[src/hw/rtl/pwm_pwm_period_duty_calc_unit.sv]
// Empty unit, holds no logic; the top level is in pwm_period_duty_calc_unit.sv.
// No dependencies.
`timescale 1ns / 1ps

[src/hw/rtl/pwm_pdc_pkg.sv]
// Package for the PWM period/duty calculator: item types, fixed constants,
// and the lane record passed along the divider cell chain. No dependencies.
`timescale 1ns / 1ps

package pwm_pdc_pkg;

    // Fixed figures of the PWM clock tree.
    localparam int unsigned FREQ_MIN_HZ   = 10;
    localparam int unsigned FREQ_MAX_HZ   = 20000;
    localparam int unsigned OSC_RATE_HZ   = 54000000;
    localparam int unsigned FIXED_DIVISOR = 16;
    localparam int unsigned PCT_SCALE     = 100;

    // Field widths.
    localparam int unsigned FREQ_W  = 16;
    localparam int unsigned DUTY_W  = 8;
    localparam int unsigned RANGE_W = 19;
    localparam int unsigned MARK_W  = 20;

    // OSC / (16 * f) == (OSC / 16) / f, and OSC is a multiple of 16.
    localparam int unsigned DIVIDEND_VAL = OSC_RATE_HZ / FIXED_DIVISOR;
    localparam int unsigned DIV_STEPS    = $clog2(DIVIDEND_VAL + 1);
    localparam logic [DIV_STEPS-1:0] DIVIDEND = DIV_STEPS'(DIVIDEND_VAL);

    // Divisor (clamped frequency) and remainder width.
    localparam int unsigned DVS_W = $clog2(FREQ_MAX_HZ + 1);

    // Mark division: x / 100 == (x >> 2) / 25, done as a multiply by
    // ceil(2^30 / 25). Error term is 1, exact for every product below 2^30.
    localparam int unsigned PROD_W      = RANGE_W + DUTY_W;
    localparam int unsigned QTR_W       = PROD_W - 2;
    localparam int unsigned RECIP_SHIFT = 30;
    localparam longint unsigned RECIP_VAL =
        ((64'd1 << RECIP_SHIFT) + (PCT_SCALE / 4) - 1) / (PCT_SCALE / 4);
    localparam int unsigned RECIP_W = $clog2(RECIP_VAL + 1);
    localparam logic [RECIP_W-1:0] RECIP = RECIP_W'(RECIP_VAL);
    localparam int unsigned SCALED_W = QTR_W + RECIP_W;

    typedef struct packed {
        logic [FREQ_W-1:0] freq_hz;
        logic [DUTY_W-1:0] duty_pct;
    } pwm_pdc_in_t;

    typedef struct packed {
        logic [RANGE_W-1:0] range_word;
        logic [MARK_W-1:0]  mark_word;
    } pwm_pdc_out_t;

    // State handed from one divider cell to the next.
    typedef struct packed {
        logic [DVS_W-1:0]     rem;
        logic [DVS_W-1:0]     divisor;
        logic [DIV_STEPS-1:0] quo;
        logic [DUTY_W-1:0]    duty;
    } pwm_pdc_lane_t;

endpackage

[src/hw/rtl/pwm_pdc_div_cell.sv]
// One restoring-division cell: brings in one constant dividend bit, does a
// trial subtract, and registers the lane. Depends on pwm_pdc_pkg.
`timescale 1ns / 1ps

module pwm_pdc_div_cell
    import pwm_pdc_pkg::*;
#(
    parameter int unsigned STEP = 0
) (
    input  logic          aclk,
    input  logic          aresetn,
    input  logic          in_valid,
    output logic          in_ready,
    input  pwm_pdc_lane_t in_lane,
    output logic          out_valid,
    input  logic          out_ready,
    output pwm_pdc_lane_t out_lane
);

    localparam logic DVD_BIT = DIVIDEND[DIV_STEPS-1-STEP];

    logic          valid_reg;
    pwm_pdc_lane_t lane_reg;
    pwm_pdc_lane_t lane_next;
    logic [DVS_W:0] trial;
    logic [DVS_W:0] diff;
    logic           fits;

    always_comb begin
        trial = {in_lane.rem, DVD_BIT};
        diff  = trial - {1'b0, in_lane.divisor};
        fits  = (trial >= {1'b0, in_lane.divisor});
        lane_next         = in_lane;
        lane_next.rem     = fits ? diff[DVS_W-1:0] : trial[DVS_W-1:0];
        lane_next.quo     = {in_lane.quo[DIV_STEPS-2:0], fits};
    end

    assign in_ready  = !valid_reg || out_ready;
    assign out_valid = valid_reg;
    assign out_lane  = lane_reg;

    always_ff @(posedge aclk) begin
        if (!aresetn) begin
            valid_reg <= 1'b0;
        end else if (in_ready) begin
            valid_reg <= in_valid;
        end
    end

    always_ff @(posedge aclk) begin
        if (in_ready && in_valid) begin
            lane_reg <= lane_next;
        end
    end

    // Partial remainder always stays below the divisor.
    assert property (@(posedge aclk) disable iff (!aresetn)
        valid_reg |-> (lane_reg.rem < lane_reg.divisor))
        else $error("div cell remainder not below divisor");

    // Divisor was clamped before entering the chain.
    assert property (@(posedge aclk) disable iff (!aresetn)
        valid_reg |-> (lane_reg.divisor >= DVS_W'(FREQ_MIN_HZ)
                       && lane_reg.divisor <= DVS_W'(FREQ_MAX_HZ)))
        else $error("div cell divisor outside clamp range");

endmodule

[src/hw/rtl/pwm_pdc_mark.sv]
// Mark count stages: period * duty, then divide by 100 through a reciprocal
// multiply. Two registered stages with local flow control. Uses pwm_pdc_pkg.
`timescale 1ns / 1ps

module pwm_pdc_mark
    import pwm_pdc_pkg::*;
(
    input  logic               aclk,
    input  logic               aresetn,
    input  logic               in_valid,
    output logic               in_ready,
    input  logic [RANGE_W-1:0] in_range,
    input  logic [DUTY_W-1:0]  in_duty,
    output logic               out_valid,
    input  logic               out_ready,
    output pwm_pdc_out_t       out_item
);

    logic                v1_reg;
    logic [RANGE_W-1:0]  range1_reg;
    logic [QTR_W-1:0]    qtr1_reg;
    logic                v2_reg;
    pwm_pdc_out_t        item2_reg;
    logic                ready1;
    logic                ready2;
    logic [PROD_W-1:0]   prod;
    logic [SCALED_W-1:0] scaled;

    assign ready2   = !v2_reg || out_ready;
    assign ready1   = !v1_reg || ready2;
    assign in_ready = ready1;

    assign prod   = PROD_W'(in_range) * PROD_W'(in_duty);
    assign scaled = SCALED_W'(qtr1_reg) * SCALED_W'(RECIP);

    always_ff @(posedge aclk) begin
        if (!aresetn) begin
            v1_reg <= 1'b0;
            v2_reg <= 1'b0;
        end else begin
            if (ready1) begin
                v1_reg <= in_valid;
            end
            if (ready2) begin
                v2_reg <= v1_reg;
            end
        end
    end

    always_ff @(posedge aclk) begin
        if (ready1 && in_valid) begin
            range1_reg <= in_range;
            qtr1_reg   <= prod[PROD_W-1:2];
        end
        if (ready2 && v1_reg) begin
            item2_reg.range_word <= range1_reg;
            item2_reg.mark_word  <= scaled[RECIP_SHIFT +: MARK_W];
        end
    end

    assign out_valid = v2_reg;
    assign out_item  = item2_reg;

endmodule

[src/hw/rtl/pwm_period_duty_calc_unit.sv]
// Top level of the PWM period/duty calculator: frequency clamp, divider
// cell chain, mark stages. Depends on pwm_pdc_pkg, pwm_pdc_div_cell, pwm_pdc_mark.
//
//   channel | ports                      | item contents
//   --------+----------------------------+-------------------------------
//   input   | s_valid, s_ready, s_data   | freq_hz (16b), duty_pct (8b)
//   result  | m_valid, m_ready, m_data   | range_word (19b), mark_word (20b)
//
// One item per cycle sustained while m_ready stays high; the pipeline holds
// the 22 restoring-division cells plus the multiply and reciprocal stages.
// Each stage is ready when empty or when the stage after it moves, so bubbles
// are filled while the result register waits on m_ready.
// Reset (aresetn low, synchronous) clears only the valid bits; the data registers
// are not reset, and results are independent of each other.
`timescale 1ns / 1ps

module pwm_period_duty_calc_unit
    import pwm_pdc_pkg::*;
(
    input  logic         aclk,
    input  logic         aresetn,
    input  logic         s_valid,
    output logic         s_ready,
    input  pwm_pdc_in_t  s_data,
    output logic         m_valid,
    input  logic         m_ready,
    output pwm_pdc_out_t m_data
);

    // Clamp frequency to the legal range; the clamped value fits DVS_W bits.
    logic [FREQ_W-1:0] freq_clamped;
    always_comb begin
        if (s_data.freq_hz > FREQ_W'(FREQ_MAX_HZ)) begin
            freq_clamped = FREQ_W'(FREQ_MAX_HZ);
        end else if (s_data.freq_hz < FREQ_W'(FREQ_MIN_HZ)) begin
            freq_clamped = FREQ_W'(FREQ_MIN_HZ);
        end else begin
            freq_clamped = s_data.freq_hz;
        end
    end

    // Chain links: index k is the input side of cell k, DIV_STEPS the tail.
    logic [DIV_STEPS:0] link_valid;
    logic [DIV_STEPS:0] link_ready;
    pwm_pdc_lane_t      link_lane [DIV_STEPS+1];

    assign link_valid[0]        = s_valid;
    assign s_ready              = link_ready[0];
    assign link_lane[0].rem     = '0;
    assign link_lane[0].divisor = freq_clamped[DVS_W-1:0];
    assign link_lane[0].quo     = '0;
    assign link_lane[0].duty    = s_data.duty_pct;

    // One cell per quotient bit, MSB first.
    for (genvar k = 0; k < DIV_STEPS; k++) begin : g_cell
        pwm_pdc_div_cell #(
            .STEP(k)
        ) u_cell (
            .aclk      (aclk),
            .aresetn   (aresetn),
            .in_valid  (link_valid[k]),
            .in_ready  (link_ready[k]),
            .in_lane   (link_lane[k]),
            .out_valid (link_valid[k+1]),
            .out_ready (link_ready[k+1]),
            .out_lane  (link_lane[k+1])
        );
    end

    // Quotient never exceeds 337500, so the low RANGE_W bits carry it all.
    pwm_pdc_mark u_mark (
        .aclk      (aclk),
        .aresetn   (aresetn),
        .in_valid  (link_valid[DIV_STEPS]),
        .in_ready  (link_ready[DIV_STEPS]),
        .in_range  (link_lane[DIV_STEPS].quo[RANGE_W-1:0]),
        .in_duty   (link_lane[DIV_STEPS].duty),
        .out_valid (m_valid),
        .out_ready (m_ready),
        .out_item  (m_data)
    );

    // Period always lands in the range reachable from clamped frequencies.
    assert property (@(posedge aclk) disable iff (!aresetn)
        m_valid |-> (m_data.range_word >= RANGE_W'(168)
                     && m_data.range_word <= RANGE_W'(337500)))
        else $error("range_word outside reachable period range");

    // Full chain of ready links: an empty result register frees every stage.
    assert property (@(posedge aclk) disable iff (!aresetn)
        !m_valid |-> s_ready)
        else $error("input stalled with empty result register");

    // Reset drops any item in flight.
    assert property (@(posedge aclk)
        !aresetn |=> !m_valid)
        else $error("result valid right after reset");

endmodule

[config.mk]
export PLATFORM = sky130hd
export DESIGN_NAME = pwm_period_duty_calc_unit
export DESIGN_NICKNAME = d
export VERILOG_FILES = /design/src/hw/rtl/pwm_pwm_period_duty_calc_unit.sv /design/src/hw/rtl/pwm_pdc_pkg.sv /design/src/hw/rtl/pwm_pdc_div_cell.sv /design/src/hw/rtl/pwm_pdc_mark.sv /design/src/hw/rtl/pwm_period_duty_calc_unit.sv
export SDC_FILE = /design/constraint.sdc
export NUM_CORES = 2
export LEC_CHECK = 0
export ABC_CLOCK_PERIOD_IN_PS = 8500
export BUFFER_PORTS_ARGS = -buffer_cell sky130_fd_sc_hd__buf_2
export CELL_PAD_IN_SITES_DETAIL_PLACEMENT = 1
export CELL_PAD_IN_SITES_GLOBAL_PLACEMENT = 1
export CORE_MARGIN = 2
export CORE_UTILIZATION = 54
export DETAILED_ROUTE_END_ITERATION = 10
export PLACE_DENSITY = 0.8
export SKIP_CTS_REPAIR_TIMING = 1
export SYNTH_ARGS = -nofsm -noshare
export SYNTH_HDL_FRONTEND = slang
export SYNTH_HIERARCHICAL = 1
export SYNTH_SLANG_ARGS = --single-unit
[constraint.sdc]
create_clock -name aclk -period 8.5 [get_ports aclk]
set_input_delay 2.125 -clock aclk [delete_from_list [all_inputs] [get_ports aclk]]
set_output_delay 2.125 -clock aclk [all_outputs]
set_load 0.1 [all_outputs]
Word level (Yosys, flattened, before mapping) --
Index checks and enable logic that the tools add are counted.
Storage, ports and cells: register bits after elaboration 1103, output and inout bits 41, logic and storage cells 272, input port bits 28
Cells by class: multiplexer cells 22, $mul 2, magnitude comparators 24, add/subtract/negate cells 21, reductions and logical operators 72
Operator list (number):
- $ge 16x15->1 | 21
- $mux 15 | 22
- $sub 15x15->15 | 20
- $mul 25x26->50 const B | 1
- $mul 19x8->27 | 1
- $logic_and 1x1->1 | 24
- $logic_not 1->1 | 24
- $logic_or 1x1->1 | 24
- $gt 16x15->1 const B | 1
- $lt 16x4->1 const B | 1
- $ge 1x15->1 const A | 1
- $sub 1x15->15 const A | 1

Logic depth before layout (Yosys ltp) --
word-level depth 26, gate-level depth with buffers 25, depth with buffers taken out 25

Modules after synthesis --
The synthesis kept the hierarchy.
By module, submodules not included:
- pwm_pdc_div_cell at g_cell[0].u_cell ... | area an instance 2876.5 sq um, times used 13, cells each 218, seq. area each 1821.7 sq um
- pwm_pdc_div_cell at g_cell[15].u_cell ... | area an instance 2900.3 sq um, times used 8, cells each 205, seq. area each 1821.7 sq um
- pwm_pdc_mark | area an instance 17182.7 sq um, times used 1, cells each 1652, seq. area each 2532.4 sq um
- pwm_pdc_div_cell at g_cell[1].u_cell | area an instance 2837.7 sq um, times used 1, cells each 201, seq. area each 1821.7 sq um
- pwm_period_duty_calc_unit | area an instance 242.7 sq um, times used 1, cells each 32, seq. area each 0.0 sq um

Worst setup path before layout --
No wires, ideal clock.
kind input port to output port, start input port m_ready, end output port s_ready, stages 24, path slack 201 ps, buffers on the path 0, data required time 6375 ps, arrival time 6174 ps, cell sequence nor2b_1 > nand2_1 > nand2b_1 > nand2b_1 > nand2b_1 > nand2b_1 > nand2b_1 > nand2b_1 > nand2b_1 > nand2b_1 > nand2b_1 > nand2b_1 > nand2b_1 > nand2b_1 > nand2b_1 > nand2b_1 > nand2b_1 > nand2b_1 > nand2b_1 > nand2b_1 > nand2b_1 > nand2b_1 > nand2b_1 > nand2b_1
On the way: cells in the longest elaborated chain, start to end 24
RTL lines:
- start: declaration | RTL line pwm_period_duty_calc_unit.sv:26 | input logic m_ready,
- $logic_or 1x1->1 | RTL line pwm_pdc_mark.sv:29 | assign ready2 = !v2_reg || out_ready;
- $logic_or 1x1->1 | RTL line pwm_pdc_mark.sv:30 | assign ready1 = !v1_reg || ready2;
- via link_ready[22] | RTL line pwm_period_duty_calc_unit.sv:44 | logic [DIV_STEPS:0] link_ready;
- $logic_or 1x1->1 | RTL line pwm_pdc_div_cell.sv:38 | assign in_ready = !valid_reg || out_ready;
- via link_ready[21] | RTL line pwm_period_duty_calc_unit.sv:44
- $logic_or 1x1->1 | RTL line pwm_pdc_div_cell.sv:38
- via link_ready[20] | RTL line pwm_period_duty_calc_unit.sv:44
- $logic_or 1x1->1 | RTL line pwm_pdc_div_cell.sv:38
- via link_ready[19] | RTL line pwm_period_duty_calc_unit.sv:44
- [... 1 more ...]
- via link_ready[18] | RTL line pwm_period_duty_calc_unit.sv:44
- [... 1 more ...]
- via link_ready[17] | RTL line pwm_period_duty_calc_unit.sv:44
- [... 1 more ...]
- via link_ready[16] | RTL line pwm_period_duty_calc_unit.sv:44
- [... 1 more ...]
- via link_ready[15] | RTL line pwm_period_duty_calc_unit.sv:44
- [... 1 more ...]
- via link_ready[14] | RTL line pwm_period_duty_calc_unit.sv:44
- [... 1 more ...]
- via link_ready[13] | RTL line pwm_period_duty_calc_unit.sv:44
- [... 1 more ...]
- via link_ready[12] | RTL line pwm_period_duty_calc_unit.sv:44
- [... 1 more ...]
- via link_ready[11] | RTL line pwm_period_duty_calc_unit.sv:44
- [... 1 more ...]
- via link_ready[10] | RTL line pwm_period_duty_calc_unit.sv:44
- [... 1 more ...]
- via link_ready[9] | RTL line pwm_period_duty_calc_unit.sv:44
- [... 1 more ...]
- via link_ready[8] | RTL line pwm_period_duty_calc_unit.sv:44
- [... 1 more ...]
- via link_ready[7] | RTL line pwm_period_duty_calc_unit.sv:44
- [... 1 more ...]
- via link_ready[6] | RTL line pwm_period_duty_calc_unit.sv:44
- [... 1 more ...]
- via link_ready[5] | RTL line pwm_period_duty_calc_unit.sv:44
- [... 1 more ...]
- via link_ready[4] | RTL line pwm_period_duty_calc_unit.sv:44
- $logic_or 1x1->1 | RTL line pwm_pdc_div_cell.sv:38
- via link_ready[3] | RTL line pwm_period_duty_calc_unit.sv:44
- $logic_or 1x1->1 | RTL line pwm_pdc_div_cell.sv:38
- via link_ready[2] | RTL line pwm_period_duty_calc_unit.sv:44
- $logic_or 1x1->1 | RTL line pwm_pdc_div_cell.sv:38
- via link_ready[1] | RTL line pwm_period_duty_calc_unit.sv:44
- $logic_or 1x1->1 | RTL line pwm_pdc_div_cell.sv:38
- end: declaration | RTL line pwm_period_duty_calc_unit.sv:23 | output logic s_ready,
The timed path passes the listed nets, and every way through them passes these cells.

Worst setup path in the final report --
Ends and elaborated chain as after synthesis.

==> flow_metrics.tcl <==
set metrics [dict create \
    timing.rr.end "u_mark/out_item[8]" \
    grt-ovfl-total 0 \
    crit_slowest_cell "nand2b_2" \
    cp-end-kind "output port" \
    synthToLayoutAreaGrowth_pct 8.26 \
    cts_buffer_depth 3 \
    detail_route.first_pass.iterations 5 \
    setup_viol 0 \
    dieHeight_um 365 \
    core.rowCount 132 \
    num_vias 45200 \
    h-tree-depth 3 \
    startpoint_type "input port" \
    clock_skew_ps 36.0 \
    syn_inst 5952 \
    grt_max_degree 57 \
    switchingPower_w 0.00250 \
    seqPwrFrac 0.510 \
    tns_ps 0 \
    pwr-share-comb 0.039 \
    fin_util 0.590 \
    dp_hpwl_um 128000 \
    cts.sinks 1103 \
    cts_root_buf "clkbuf_16" \
    critical_path_class "in2out" \
    critical_path.top_delay_family "simple AND/OR/NAND/NOR gates" \
    holdPathStages 0 \
    viasPerCell 5.74 \
    r2r_start "u_mark/qtr1_reg[8]" \
    wire_per_inst_um 21.4 \
    ios 69 \
    cap_violations 0 \
    worstSetupStartpoint "m_ready" \
    cp.arrival_ps 6140 \
    cp_max_fo 3 \
    cts_tree "yes" \
    final_antenna_net_count 0 \
    path_clk_slew_ps 60 \
    slew_violations 0 \
    nNetsFinal 7037 \
    routed_wirelength_um 169000 \
    relSlewSlack 0.205 \
    holdCritPathClass "reg2reg" \
    numCtsBuffers 118 \
    largest_reg_flops 996 \
    outcome "completed" \
    power_density_mw_per_mm2 154 \
    min_period_ps 8270 \
    clkPwrFrac 0.452 \
    numPortBuffers 68 \
    min_from "g_cell[18].u_cell/out_lane[22]" \
    max_freq_mhz 121 \
    layout-drive-gt1-share 0.102 \
    place_congestion 0.877 \
    max_stage_delay_ps 210 \
    grt_pass1_wl_um 269000 \
    worst_slew_pin_slew_ps 1190 \
    first_iter_violations 2780 \
    swShare 0.213 \
    core_area_sq_mm 0.129 \
    irDropWorstVdd_mv 0.177 \
    ys_warn_count 6 \
    drc 0 \
    fillers 13300 \
    syn_area_sq_mm 0.0705 \
    p_leak_nw 31.7 \
    fp.dieW_um 365 \
    antenna_found_initial 1 \
    finalPower_w 0.0117 \
    die_area_sq_mm 0.134 \
    diodes 0 \
    synth.avg_cell_area_sq_um 11.8 \
    min_to "g_cell[19].u_cell/out_lane[23]" \
    cp_common_cell "nand2b_4" \
    internal-power_w 0.00923 \
    crit_required_ps 6380 \
    grt.total_usage 0.255 \
    finalCritPeriodShare 0.973 \
    grt_pass1_vias 49100 \
    initial_utilization 0.545 \
    path_buf_inv 2 \
    hold_violations 0 \
    reg2reg_depth 22 \
    ff2ff_setup_slack_ps 1280 \
    clock_latency_ps 750 \
]
==> layer usage <==
metal | track usage | wire, um
met5 | 0 | 20
met4 | 0.0873 | 5770
met3 | 0.0308 | 5330
met2 | 0.472 | 89100
met1 | 0.306 | 68600
==> power by group through the flow <==
stage	registers, W	logic [W]	clock network [W]
after floorplan	0.00608	0.000354	0
after global placement	0.00609	0.000424	0
after detailed placement	0.00609	0.000446	0
after CTS	0.00597	0.000452	0.00541
after global routing	0.00597	0.000502	0.00559
final	0.00597	0.000456	0.00529
==> how the worst max path moves through the flow <==
stage	endpoint	cells past startpoint
6_report	s_ready	26
5_1_grt	s_ready	26
4_1_cts	s_ready	26
3_5_place_dp	s_ready	26
3_3_place_gp	s_ready	26
2_1_floorplan	s_ready	24
==> cell usage in the layout (no fill, tap or decap), types with 26 or more instances in the layout <==
master,n
edfxtp_1,1079
fa_1,339
nand3_1,116
inv_1,923
nand2_1,307
mux2i_1,41
ha_1,635
o2111ai_1,30
o21ai_0,146
o211ai_1,65
a211o_1,29
xnor2_1,140
nor2_1,386
mux2_2,43
nor2b_1,27
o21a_1,56
o21ai_1,42
or2_2,32
o31a_1,38
conb_1,31
nor3_1,77
and2_1,80
xor2_1,70
a21o_1,99
nand4_1,65
clkinv_2,26
a21boi_0,39
mux2_4,88
a211oi_1,31
clkbuf_16,119
a21oi_1,358
buf_2,67
==> metrics by stage <==
step | hold slack (ps) | cells | setup WS (ps) | instance area, sq um
after floorplan | 400 | 5982 | 201 | 70600
after global placement | 400 | 7657 | -419 | 72200
after detailed placement | 405 | 7657 | -517 | 72200
after CTS | 384 | 7878 | -663 | 76200
after global routing | 396 | 7878 | -9.15 | 76300
final | 385 | 7878 | 233 | 76300
==> final cells by class <==
cell class	count	area, sq um	share of cell area
multi-input cells	3812	33400	0.438
well taps	1742	2180	0.0285
clock buffers	142	3080	0.0404
clock inverters	79	910	0.0119
repair buffers	76	410	0.00538
inverters	924	3470	0.0454
flip-flops and latches	1103	32900	0.431
Power figures use the tool's default switching activity.
